<file path="src/rtl/core/sha512_stream_hasher_macros.svh">
// Assertion macros used by the hasher top level
`ifndef SHA512_STREAM_HASHER_MACROS_SVH
`define SHA512_STREAM_HASHER_MACROS_SVH

// Implication checked on every rising clock edge outside reset
`define SHA_ASSERT_IMP(label, clk, rstn, ante, cons, msg) \
    label: assert property (@(posedge clk) disable iff (!rstn) (ante) |-> (cons)) \
        else $error(msg);

// Next-cycle implication checked outside reset
`define SHA_ASSERT_NEXT(label, clk, rstn, ante, cons, msg) \
    label: assert property (@(posedge clk) disable iff (!rstn) (ante) |=> (cons)) \
        else $error(msg);

`endif

</file>
<file path="src/rtl/core/sha512_pkg.sv">
`default_nettype none
package sha512_pkg;

    localparam int BlockBytes  = 128;
    localparam int LenOffset   = 112;
    localparam int Rounds      = 80;
    localparam int DigestWords = 8;
    localparam logic [7:0] PadByte = 8'h80;

    typedef enum logic [2:0] {
        ST_IDLE,
        ST_PAD,
        ST_COMP,
        ST_OUT
    } state_t;

    // Controller to datapath
    typedef struct packed {
        logic       wr_byte;
        logic [6:0] wr_addr;
        logic [7:0] wr_data;
        logic       len_inc;
        logic       len_clear;
        logic       comp_start;
        logic       chain_reset;
        logic [2:0] out_sel;
    } dp_cmd_t;

    // Datapath to controller
    typedef struct packed {
        logic comp_busy;
        logic comp_done;
    } dp_stat_t;

    function automatic logic [63:0] round_k(input logic [6:0] i);
        logic [63:0] k;
        begin
            case (i)
                7'd0: k = 64'h428a2f98d728ae22; 7'd1: k = 64'h7137449123ef65cd;
                7'd2: k = 64'hb5c0fbcfec4d3b2f; 7'd3: k = 64'he9b5dba58189dbbc;
                7'd4: k = 64'h3956c25bf348b538; 7'd5: k = 64'h59f111f1b605d019;
                7'd6: k = 64'h923f82a4af194f9b; 7'd7: k = 64'hab1c5ed5da6d8118;
                7'd8: k = 64'hd807aa98a3030242; 7'd9: k = 64'h12835b0145706fbe;
                7'd10: k = 64'h243185be4ee4b28c; 7'd11: k = 64'h550c7dc3d5ffb4e2;
                7'd12: k = 64'h72be5d74f27b896f; 7'd13: k = 64'h80deb1fe3b1696b1;
                7'd14: k = 64'h9bdc06a725c71235; 7'd15: k = 64'hc19bf174cf692694;
                7'd16: k = 64'he49b69c19ef14ad2; 7'd17: k = 64'hefbe4786384f25e3;
                7'd18: k = 64'h0fc19dc68b8cd5b5; 7'd19: k = 64'h240ca1cc77ac9c65;
                7'd20: k = 64'h2de92c6f592b0275; 7'd21: k = 64'h4a7484aa6ea6e483;
                7'd22: k = 64'h5cb0a9dcbd41fbd4; 7'd23: k = 64'h76f988da831153b5;
                7'd24: k = 64'h983e5152ee66dfab; 7'd25: k = 64'ha831c66d2db43210;
                7'd26: k = 64'hb00327c898fb213f; 7'd27: k = 64'hbf597fc7beef0ee4;
                7'd28: k = 64'hc6e00bf33da88fc2; 7'd29: k = 64'hd5a79147930aa725;
                7'd30: k = 64'h06ca6351e003826f; 7'd31: k = 64'h142929670a0e6e70;
                7'd32: k = 64'h27b70a8546d22ffc; 7'd33: k = 64'h2e1b21385c26c926;
                7'd34: k = 64'h4d2c6dfc5ac42aed; 7'd35: k = 64'h53380d139d95b3df;
                7'd36: k = 64'h650a73548baf63de; 7'd37: k = 64'h766a0abb3c77b2a8;
                7'd38: k = 64'h81c2c92e47edaee6; 7'd39: k = 64'h92722c851482353b;
                7'd40: k = 64'ha2bfe8a14cf10364; 7'd41: k = 64'ha81a664bbc423001;
                7'd42: k = 64'hc24b8b70d0f89791; 7'd43: k = 64'hc76c51a30654be30;
                7'd44: k = 64'hd192e819d6ef5218; 7'd45: k = 64'hd69906245565a910;
                7'd46: k = 64'hf40e35855771202a; 7'd47: k = 64'h106aa07032bbd1b8;
                7'd48: k = 64'h19a4c116b8d2d0c8; 7'd49: k = 64'h1e376c085141ab53;
                7'd50: k = 64'h2748774cdf8eeb99; 7'd51: k = 64'h34b0bcb5e19b48a8;
                7'd52: k = 64'h391c0cb3c5c95a63; 7'd53: k = 64'h4ed8aa4ae3418acb;
                7'd54: k = 64'h5b9cca4f7763e373; 7'd55: k = 64'h682e6ff3d6b2b8a3;
                7'd56: k = 64'h748f82ee5defb2fc; 7'd57: k = 64'h78a5636f43172f60;
                7'd58: k = 64'h84c87814a1f0ab72; 7'd59: k = 64'h8cc702081a6439ec;
                7'd60: k = 64'h90befffa23631e28; 7'd61: k = 64'ha4506cebde82bde9;
                7'd62: k = 64'hbef9a3f7b2c67915; 7'd63: k = 64'hc67178f2e372532b;
                7'd64: k = 64'hca273eceea26619c; 7'd65: k = 64'hd186b8c721c0c207;
                7'd66: k = 64'heada7dd6cde0eb1e; 7'd67: k = 64'hf57d4f7fee6ed178;
                7'd68: k = 64'h06f067aa72176fba; 7'd69: k = 64'h0a637dc5a2c898a6;
                7'd70: k = 64'h113f9804bef90dae; 7'd71: k = 64'h1b710b35131c471b;
                7'd72: k = 64'h28db77f523047d84; 7'd73: k = 64'h32caab7b40c72493;
                7'd74: k = 64'h3c9ebe0a15c9bebc; 7'd75: k = 64'h431d67c49c100d4c;
                7'd76: k = 64'h4cc5d4becb3e42b6; 7'd77: k = 64'h597f299cfc657e2a;
                7'd78: k = 64'h5fcb6fab3ad6faec; 7'd79: k = 64'h6c44198c4a475817;
                default: k = 64'h0;
            endcase
            return k;
        end
    endfunction

    function automatic logic [63:0] init_h(input logic [2:0] i);
        logic [63:0] h;
        begin
            case (i)
                3'd0: h = 64'h6a09e667f3bcc908;
                3'd1: h = 64'hbb67ae8584caa73b;
                3'd2: h = 64'h3c6ef372fe94f82b;
                3'd3: h = 64'ha54ff53a5f1d36f1;
                3'd4: h = 64'h510e527fade682d1;
                3'd5: h = 64'h9b05688c2b3e6c1f;
                3'd6: h = 64'h1f83d9abfb41bd6b;
                default: h = 64'h5be0cd19137e2179;
            endcase
            return h;
        end
    endfunction

endpackage
`default_nettype wire

</file>
<file path="src/rtl/core/sha512_ctrl.sv">
`default_nettype none
module sha512_ctrl (
    input  wire logic                 aclk,
    input  wire logic                 aresetn,
    input  wire logic                 s_valid,
    output logic                      s_ready,
    input  wire logic [7:0]           s_msg_byte,
    input  wire logic                 s_byte_valid,
    input  wire logic                 s_end_of_message,
    output logic                      m_valid,
    input  wire logic                 m_ready,
    output logic [2:0]                m_word_index,
    output logic                      m_last_word,
    output sha512_pkg::dp_cmd_t       cmd,
    input  wire sha512_pkg::dp_stat_t stat
);

    sha512_pkg::state_t state_reg, state_next;
    logic [7:0] fill_reg, fill_next;
    logic       fin_reg, fin_next;    // finalising: padding still to do
    logic       pad_reg, pad_next;    // pad byte still to be written
    logic       last_reg, last_next;  // compression running holds the length
    logic [2:0] idx_reg, idx_next;
    logic       acc, out_acc;

    assign acc     = s_valid && s_ready;
    assign out_acc = m_valid && m_ready;

    // Next state
    always_comb begin
        state_next = state_reg;
        fill_next  = fill_reg;
        fin_next   = fin_reg;
        pad_next   = pad_reg;
        last_next  = last_reg;
        idx_next   = idx_reg;
        unique case (state_reg)
            sha512_pkg::ST_IDLE: begin
                if (acc) begin
                    if (s_byte_valid) begin
                        fill_next = fill_reg + 8'd1;
                    end
                    if (s_byte_valid && fill_reg == 8'(sha512_pkg::BlockBytes - 1)) begin
                        fill_next  = '0;
                        fin_next   = s_end_of_message;
                        pad_next   = s_end_of_message;
                        last_next  = 1'b0;
                        state_next = sha512_pkg::ST_COMP;
                    end else if (s_end_of_message) begin
                        fin_next   = 1'b1;
                        pad_next   = 1'b1;
                        state_next = sha512_pkg::ST_PAD;
                    end
                end
            end
            sha512_pkg::ST_PAD: begin
                // One padding byte per cycle up to the end or the length field
                fill_next = fill_reg + 8'd1;
                pad_next  = 1'b0;
                if (fill_reg == 8'(sha512_pkg::BlockBytes - 1)) begin
                    fill_next  = '0;
                    last_next  = 1'b0;
                    state_next = sha512_pkg::ST_COMP;
                end else if (fill_reg == 8'(sha512_pkg::LenOffset - 1)) begin
                    fill_next  = '0;
                    last_next  = 1'b1;
                    state_next = sha512_pkg::ST_COMP;
                end
            end
            sha512_pkg::ST_COMP: begin
                if (stat.comp_done) begin
                    if (last_reg) begin
                        idx_next   = '0;
                        state_next = sha512_pkg::ST_OUT;
                    end else if (fin_reg) begin
                        state_next = sha512_pkg::ST_PAD;
                    end else begin
                        state_next = sha512_pkg::ST_IDLE;
                    end
                end
            end
            sha512_pkg::ST_OUT: begin
                if (out_acc) begin
                    idx_next = idx_reg + 3'd1;
                    if (idx_reg == 3'(sha512_pkg::DigestWords - 1)) begin
                        fin_next   = 1'b0;
                        pad_next   = 1'b0;
                        last_next  = 1'b0;
                        fill_next  = '0;
                        state_next = sha512_pkg::ST_IDLE;
                    end
                end
            end
            default: state_next = sha512_pkg::ST_IDLE;
        endcase
    end

    // Datapath commands and handshake outputs
    always_comb begin
        cmd          = '0;
        s_ready      = (state_reg == sha512_pkg::ST_IDLE);
        m_valid      = (state_reg == sha512_pkg::ST_OUT);
        m_word_index = idx_reg;
        m_last_word  = (idx_reg == 3'(sha512_pkg::DigestWords - 1));
        cmd.out_sel  = idx_reg;
        unique case (state_reg)
            sha512_pkg::ST_IDLE: begin
                cmd.wr_addr = fill_reg[6:0];
                if (acc && s_byte_valid) begin
                    cmd.wr_byte = 1'b1;
                    cmd.wr_data = s_msg_byte;
                    cmd.len_inc = 1'b1;
                    cmd.comp_start = (fill_reg == 8'(sha512_pkg::BlockBytes - 1));
                end
            end
            sha512_pkg::ST_PAD: begin
                cmd.wr_byte = 1'b1;
                cmd.wr_addr = fill_reg[6:0];
                cmd.wr_data = pad_reg ? sha512_pkg::PadByte : 8'h00;
                if (fill_reg == 8'(sha512_pkg::BlockBytes - 1)) begin
                    cmd.comp_start = 1'b1;
                end else if (fill_reg == 8'(sha512_pkg::LenOffset - 1)) begin
                    cmd.comp_start = 1'b1;
                    cmd.len_clear  = 1'b1;
                end
            end
            sha512_pkg::ST_COMP: begin
            end
            sha512_pkg::ST_OUT: begin
                cmd.chain_reset = out_acc && (idx_reg == 3'(sha512_pkg::DigestWords - 1));
            end
            default: begin
            end
        endcase
    end

    always_ff @(posedge aclk) begin
        if (!aresetn) begin
            state_reg <= sha512_pkg::ST_IDLE;
            fill_reg  <= '0;
            fin_reg   <= 1'b0;
            pad_reg   <= 1'b0;
            last_reg  <= 1'b0;
            idx_reg   <= '0;
        end else begin
            state_reg <= state_next;
            fill_reg  <= fill_next;
            fin_reg   <= fin_next;
            pad_reg   <= pad_next;
            last_reg  <= last_next;
            idx_reg   <= idx_next;
        end
    end

endmodule
`default_nettype wire
</file>
<file path="config.mk">
export PLATFORM = sky130hd
export DESIGN_NAME = sha512_ctrl
export DESIGN_NICKNAME = d
export VERILOG_FILES = /design/src/rtl/core/sha512_stream_hasher_macros.svh /design/src/rtl/core/sha512_pkg.sv /design/src/rtl/core/sha512_ctrl.sv
export SDC_FILE = /design/constraint.sdc
export NUM_CORES = 1
export LEC_CHECK = 0
export ABC_AREA = 1
export BUFFER_PORTS_ARGS = -buffer_cell sky130_fd_sc_hd__buf_2
export CAP_MARGIN = 30
export CORE_AREA = 8 8 56 58
export CTS_BUF_LIST = sky130_fd_sc_hd__clkbuf_16
export CTS_CLUSTER_SIZE = 8
export DETAILED_ROUTE_END_ITERATION = 10
export DIE_AREA = 0 0 64 66
export PLACE_DENSITY = 0.85
export RECOVER_POWER = 25
export SLEW_MARGIN = 15
export SYNTH_ARGS = -nofsm -noshare
export SYNTH_HDL_FRONTEND = slang
export SYNTH_SLANG_ARGS = --single-unit
</file>
<file path="constraint.sdc">
create_clock -name aclk -period 4.1 [get_ports aclk]
set_input_delay 0 -clock aclk [delete_from_list [all_inputs] [get_ports aclk]]
set_output_delay 0 -clock aclk [all_outputs]
set_load 0.02 [all_outputs]
</file>
Yosys cells after proc, flatten, opt, wreduce, memory -nomap -nowiden. Index checks and enable logic that the tools add are counted.

Bits of input ports: 16. Output and inout port bits: 29. Register bits after elaboration: 17. Logic and storage cells: 85.

Add/subtract/negate cells: 2. Mux-type cells: 47. Reduce and logical (&&, ||, !) cells: 15. Eq/ne operators: 15.

Operator list (count): $mux 8 (8); $mux 3 (11); $pmux 16 s2 (1); $pmux 8 s3 (1); $mux 1 (17); $eq 8x7->1 const B (2); $reduce_and 5->1 (3); $pmux 3 s4 (1); $reduce_and 6->1 (2); $mux 9 (1); $add 8x1->8 const B (1); $ne 2x1->1 const B (4); $eq 3x2->1 const B (2); $ne 3x1->1 const B (2); $pmux 1 s3 (2); $pmux 3 s2 (1); $logic_and 1x1->1 (5); $mux 2 (2); $ne 2x2->1 const B (2); $pmux 1 s2 (2); $reduce_and 4->1 (1); $reduce_bool 2->1 (2); $add 3x1->3 const B (1); $eq 3x1->1 const B (1); other kinds (4) (4).

Logic depth before layout (Yosys ltp). Gate-level depths: netlist (run 1).

Word-level depth: 5. Depth in mapped cells: 12. Gate-level depth less buffers: 12.

Worst setup path before layout (run 1). No wires, ideal clock.

Path kind: flip-flop to flip-flop. Start: register idx_reg[0], in the netlist m_word_index[0]. End: register last_reg. Library setup time: 70 ps. Stages on the path, launching flop included: 10. Period minus slack after synthesis: 1756 ps. Slack: 2344 ps. Data arrival time: 1686 ps. Path buffers: 0. Path through: dfxtp_1 ha_1 ha_1 nand2_1 nand2_2 nand3_4 inv_4 nand2_2 or2_0 a21oi_1.

Word-level cells in the longest chain between the ends: 3.

RTL lines: from (decl) (line sha512_ctrl.sv:23) `logic [2:0] idx_reg, idx_next;`; from (signal assigned) (line sha512_ctrl.sv:151) `idx_reg <= idx_next;`; $eq 3x3->1; net m_last_word (line sha512_ctrl.sv:13) `output logic m_last_word,`; $ne 2x1->1 (no line); $reduce_and 6->1 (no line); to (signal assigned) (line sha512_ctrl.sv:150) `last_reg <= last_next;`; to (decl) (line sha512_ctrl.sv:22) `logic last_reg, last_next;`.

The timed path passes the listed nets, and every way through them passes these cells. A chain may end at the register's enable or synchronous reset.

==> results of run 1 <==
critical path, delay by kind of cell (launching register included):
family	cells	cell delay, ps
AND/OR/NAND/NOR	4	600
flip-flops	1	510
buffers and inverters	3	390
AO/OA/AOI/OAI	1	60
routing by layer:
metal | vias up | track usage | wire [um]
met2 | 18 | 0.279 | 1510
met1 | 517 | 0.144 | 1130
met5 | - | 0 | 0
met4 | 0 | 0.0529 | 38
li1 | 647 | - | -
met3 | 4 | 0.0407 | 140
synthesized netlist by cell type:
master	instances
a21oi_1	10
a22o_1	1
buf_2	1
buf_4	3
clkinv_2	1
dfxtp_1	16
ha_1	3
inv_1	32
inv_2	6
inv_4	1
nand2_1	37
nand2_2	5
nand3_1	11
nand3_2	1
nand3_4	1
nand4_1	4
nor2_1	34
nor2_2	1
nor2_4	1
nor3_1	3
nor3_2	1
o21ai_0	7
o21ai_2	1
o21bai_1	1
or2_0	1
xor2_1	1
path summary, 6_finish.rpt:
| kind | startpoint | to | slack (ps) |
|---|---|---|---|
| setup / recovery | state_reg[1] | cmd[4] | 2300 |
| hold / removal | aresetn | state_reg[0] | 50 |
| setup reg to reg | state_reg[1] | last_reg | 2380 |
| hold reg to reg | fin_reg | fin_reg | 470 |
stage by stage:
step	setup WS, ps	total power [uW]	util	cells	hold WS [ps]
floorplan	2340	358	-	184	119
finish	2300	599	0.603	256	52.1
global placement	2410	412	0.577	253	291
detailed placement	2390	417	0.577	253	301
CTS	2300	608	0.609	256	46.4
global route	2130	642	0.603	256	75.5
power by group through the flow:
stage               combinational [uW]  sequential (uW)  clock (uW)
floorplan                          170              188           0
global placement                   217              195           0
detailed placement                 221              196           0
CTS                                223              193         191
global route                       249              196         196
finish                             219              194         186
layout make-up:
type	instances	area share
timing repair buffer	43	0.144
inverter	40	0.110
sequential	16	0.229
multi-input combinational	124	0.436
clock buffer	3	0.0537
tap	30	0.0268
logic make-up (layout without fill, tap and decap cells):
logic type / count (synthesis) / in the layout
AOI/OAI and AO/OA: 20 / 20
xor gates and xnor gates: 1 / 1
adders and majority gates: 3 / 3
buffers and inverters: 44 / 86
DFF: 16 / 16
and+or+nand+nor: 100 / 100
==> impl_metrics.yaml, run 1 <==
clocking:
  cts_setup_buffers: 0
  numCtsBuffers: 3
  cts_root_buf: "clkbuf_16"
  clk_path_buf_depth: 2
  cts_tree: "built"
  insertion_delay_ps: 250
  clock_sinks: 16
  ctsResizeCount: 0
  ctsHtreeMaxLevel: 1
  hold_buffers: 0
  path_clk_slew_ps: 50
min_path:
  worstHoldPathType: "in -> reg"
  holdPathStages: 3
setup_path:
  worstPathArrival_ps: 1800
  critPathRequiredTime_ps: 4100
  cpPeakStageDelay_ps: 510
  end_kind: "output port"
  critical_path_class: "reg -> out"
  cp_common_cell: "nand2_1"
  crit_path_max_fanout: 15
  crit_chain: "nor2_4, inv_1, nor3_2, inv_2, nand2_1, nand2_1, o21ai_0, buf_2"
  reg2reg_depth: 7
  cpMaxStageDelayCell: "dfxtp_1"
  critPathLaunchType: "flop"
placed_design:
  gp_congestion: 0.839
  dpl_cell_area_um2: 1340
  hpwl_mm: 2.25
  portBuffers: 43
pwr:
  p_sw_frac: 0.383
  seqPwrFrac: 0.323
  power_frac_comb: 0.367
  ir_drop_mv: 0.338
  clkPwrFrac: 0.310
  p_per_area_nw_per_um2: 428
  p_sw_uw: 229
  power.internal_uw: 370
  p_leak_uw: 0.000756
logic_synthesis:
  synth-seq-cells: 16
  synth_top_area_frac: 0.288
  synth-simple-area-share: 0.408
  yosysSeqAreaShare: 0.288
  syn_nets: 203
  netlist_instances: 184
  synth_area_leader_cell: "dfxtp_1"
  synth_compound_area_frac: 0.0990
  syn_area_um2: 1110
  synth.avg_cell_area_um2: 6.05
  synth_area_leaders: "dfxtp_1 29%, nand2_1 12%, nor2_1 11%, inv_1 11%, nand3_1 4.9%"
  synthDistinctLibCells: 26
  ys_warn_count: 0
  synth_fa_ha_area_frac: 0.0337
  synth_xor_area_frac: 0.00787
  synth_mux_area_frac: 0
  synth_top_family_by_area: "simple AND/OR/NAND/NOR gates"
timing:
  skew_ps: 2.04
  post-route-period-util: 0.440
  finalHoldViolations: 0
  worst_pin_slew_ps: 643
  period_minus_slack_ps: 1800
  rsz0062_at_grt: "no"
  slew_violations: 0
  setup_violations: 0
  setup_tns_ps: 0
  fmax_mhz: 555
  relSlewSlack: 0.571
route:
  ant_nets: 0
  viasPerCell: 4.63
  dr.first_iter.drc_count: 60
  via_count: 1186
  routed_wirelength_mm: 2.82
  route.detailed.drc: 0
  wire_per_inst_um: 11.0
  firstDrtPassIters: 4
finish:
  largest_reg_flops: 8
  diodes: 0
  final_cell_mix: "37 x nand2_1, 34 x nor2_1, 32 x inv_1, 32 x buf_2, 16 x dfxtp_1"
  regArea_um2: 320
  final_net_count: 247
  drive_above_1_share: 0.239
  final_area_um2: 1400
  nFillCells: 239
  final_common_cell: "nand2_1"
  multi_input_area_um2: 611
  area_growth_pct: 25.8
run_status:
  status: "finished, final reports clean"
die:
  rows: 18
  start_util: 0.480
  die_w_um: 64
  io_pins: 45
  die-area_um2: 4220
  die_y_um: 66
  core_area_um2: 2320
grt:
  grt_pass1_wl_mm: 4.99
  antenna_found_initial: 0
  first_global_vias: 1129
  track_usage: 0.145
  grt_max_degree: 16
  gr-total-overflow: 0
flow_run:
  drv_cap: 0
No activity file was read; power rests on OpenSTA's default activity.
==> run 2, diff against run 1 <==
--- a/config.mk
+++ b/config.mk
@@ -5,15 +5,15 @@
 export SDC_FILE = /design/constraint.sdc
 export NUM_CORES = 1
 export LEC_CHECK = 0
-export ABC_AREA = 1
+export ABC_AREA = 0
 export BUFFER_PORTS_ARGS = -buffer_cell sky130_fd_sc_hd__buf_2
 export CAP_MARGIN = 30
-export CORE_AREA = 8 8 56 58
+export CORE_AREA = 8 8 58 60
 export CTS_BUF_LIST = sky130_fd_sc_hd__clkbuf_16
 export CTS_CLUSTER_SIZE = 8
 export DETAILED_ROUTE_END_ITERATION = 10
-export DIE_AREA = 0 0 64 66
-export PLACE_DENSITY = 0.85
+export DIE_AREA = 0 0 66 68
+export PLACE_DENSITY = 0.79
 export RECOVER_POWER = 25
 export SLEW_MARGIN = 15
 export SYNTH_ARGS = -nofsm -noshare
==> constraint.sdc (replaced) <==
create_clock -name aclk -period 1.8 [get_ports aclk]
set_input_delay 0 -clock aclk [delete_from_list [all_inputs] [get_ports aclk]]
set_output_delay 0 -clock aclk [all_outputs]
set_load 0.02 [all_outputs]
==> impl_metrics.yaml, run 2 <==
setup_path:
  critPathLaunchType: "flop"
  critical_path_class: "reg -> out"
  end_kind: "output port"
  critPathRequiredTime_ps: 1800
  critPathBufInv: 1
  crit_chain: "ha_2, nand3_2, or2_4, nor2_2, and3_1, buf_2"
  crit_family: "simple AND/OR/NAND/NOR gates"
  r2r_setup_slack_ps: 130
  worstPathArrival_ps: 1730
  reg2reg_depth: 7
  r2r_start: "m_word_index[1]"
  cpMaxStageDelayCell: "dfxtp_2"
  cpPeakStageDelay_ps: 360
  rr_endpoint: "fill_reg[6]"
  crit_path_max_fanout: 6
grt:
  antenna_found_initial: 0
  grt_max_degree: 24
  grt_pass1_wl_mm: 4.59
  gr-total-overflow: 0
  first_global_vias: 1048
  track_usage: 0.127
finish:
  area_growth_pct: 29.4
  final_net_count: 207
  final_area_um2: 1420
  diodes: 0
  nFillCells: 253
  largest_reg_flops: 8
  final_cell_mix: "38 x buf_2, 16 x nand2_1, 13 x dfxtp_1, 12 x nor2_1, 11 x nand3_1"
  final_common_cell: "buf_2"
  drive_above_1_share: 0.337
logic_synthesis:
  synth_xor_area_frac: 0.00801
  synth.avg_cell_area_um2: 7.44
  ys.flop_type: "dfxtp_1"
  synth_top_area_frac: 0.293
  synth_area_leaders: "dfxtp_1 29%, nor2b_1 5.7%, nand2_1 5.5%, nand3_1 5.0%, nor2_1 4.5%"
  synth_top_family_by_area: "simple AND/OR/NAND/NOR gates"
  synth_area_leader_cell: "dfxtp_1"
  synthDistinctLibCells: 36
  synth-seq-cells: 16
  async_flop_share: 0
  synth_edf_count: 0
  syn_area_um2: 1090
  ys_warn_count: 0
  synth_fa_ha_area_frac: 0.0343
  synth_mux_area_frac: 0
  syn_nets: 166
  synth_common_cells: "16 x dfxtp_1, 16 x nand2_1, 13 x nor2_1"
  yosysSeqAreaShare: 0.293
  netlist_instances: 147
  synth-simple-area-share: 0.395
  synth_compound_area_frac: 0.198
route:
  firstDrtPassIters: 4
  routed_wirelength_mm: 3.02
  wire_per_inst_um: 13.9
  dr.first_iter.drc_count: 55
  route.detailed.drc: 0
  via_count: 1185
  viasPerCell: 5.44
  ant_nets: 0
pwr:
  p_per_area_nw_per_um2: 677
  ir_drop_mv: 0.855
  p_leak_uw: 0.000647
timing:
  post-route-period-util: 0.959
  fmax_mhz: 580
  setup_violations: 0
  relSlewSlack: 0.735
  finalHoldViolations: 0
  rsz0062_at_grt: "no"
  setup_tns_ps: 0
  holdWs_ps: 128
  slew_violations: 0
  skew_ps: 2.46
  period_minus_slack_ps: 1730
  worst_pin_slew_ps: 397
placed_design:
  portBuffers: 43
  gp_congestion: 0.825
  dpl_cell_area_um2: 1320
  hpwl_mm: 2.22
clocking:
  cts_root_buf: "clkbuf_16"
  clock_sinks: 16
  insertion_delay_ps: 250
  cts_tree: "built"
  ctsHtreeMaxLevel: 1
  clk_path_buf_depth: 2
  cts_setup_buffers: 0
  hold_buffers: 0
  path_clk_slew_ps: 50
  numCtsBuffers: 3
min_path:
  holdPathEnd: "state_reg[1]"
  worstHoldPathType: "in -> reg"
  holdPathStages: 3
  min_from: "stat[0]"
die:
  die_w_um: 66
  die_y_um: 68
  io_pins: 45
  rows: 19
  die-area_um2: 4490
  core_area_um2: 2570
  start_util: 0.426
run_status:
  status: "finished, final reports clean"
flow_run:
  drv_cap: 0
run 2: tightest hold or removal path: stages:
cell and delay, ps:
buf_2 110, a21oi_1 70, o21a_1 150
run 2: cells by family (layout without fill, tap and decap cells):
kind of cell | after synthesis | after routing
AO/OA/AOI/OAI | 34 | 34
buffers and inverters | 15 | 55
flip-flops | 16 | 16
AND/OR/NAND/NOR | 78 | 78
adder cells (fa/ha/maj) | 3 | 3
XOR/XNOR | 1 | 1
run 2: cell type report:
class | instances | area, um^2 | area share
tap | 31 | 38.8 | 0.0274
timing repair buffer | 48 | 246 | 0.174
multi-input combinational | 116 | 716 | 0.506
clock inverter | 1 | 3.75 | 0.00265
clock buffer | 3 | 75.1 | 0.0531
sequential | 16 | 324 | 0.229
inverter | 3 | 11.3 | 0.00796
run 2: stage by stage:
step	util	worst slack [ps]	std cells	total power (uW)
2_1_floorplan	-	33.6	147	464
3_3_place_gp	0.514	136	214	512
3_5_place_dp	0.514	123	214	512
4_1_cts	0.547	22.3	218	962
5_1_grt	0.551	2.81	218	990
6_report	0.551	74.5	218	959
run 2: worst max path at each step:
| stage | start | to | slack (ps) | cells after the start |
|---|---|---|---|---|
| 4_1_cts | fill_reg[0] | cmd[5] | 20 | 6 |
| 5_1_grt | fill_reg[0] | cmd[5] | 3 | 6 |
| 6_report | fill_reg[0] | cmd[5] | 70 | 6 |
| 3_5_place_dp | m_word_index[0] | fill_reg[6] | 120 | 7 |
| 2_1_floorplan | m_word_index[0] | fill_reg[6] | 30 | 7 |
| 3_3_place_gp | m_word_index[0] | fill_reg[6] | 140 | 7 |
run 2: routing by layer:
metal  routed length, um  track usage
met1                1220        0.147
met3                 426       0.0507
met2                1360        0.220
met4                  16       0.0240
met5                   0            0
run 2: power by group:
part / leakage, uW / total [uW] / internal (uW) / switching (uW)
Sequential: 0.000131 / 372 / 364 / 8.06
Clock: 0.0000385 / 448 / 296 / 153
Combinational: 0.000477 / 138 / 55.3 / 82.8
run 2: timing repair:
item | CTS | global route
cloned | 0 | 0
endpoints found under the setup margin | 1 | 4
resized for setup | 2 | 6
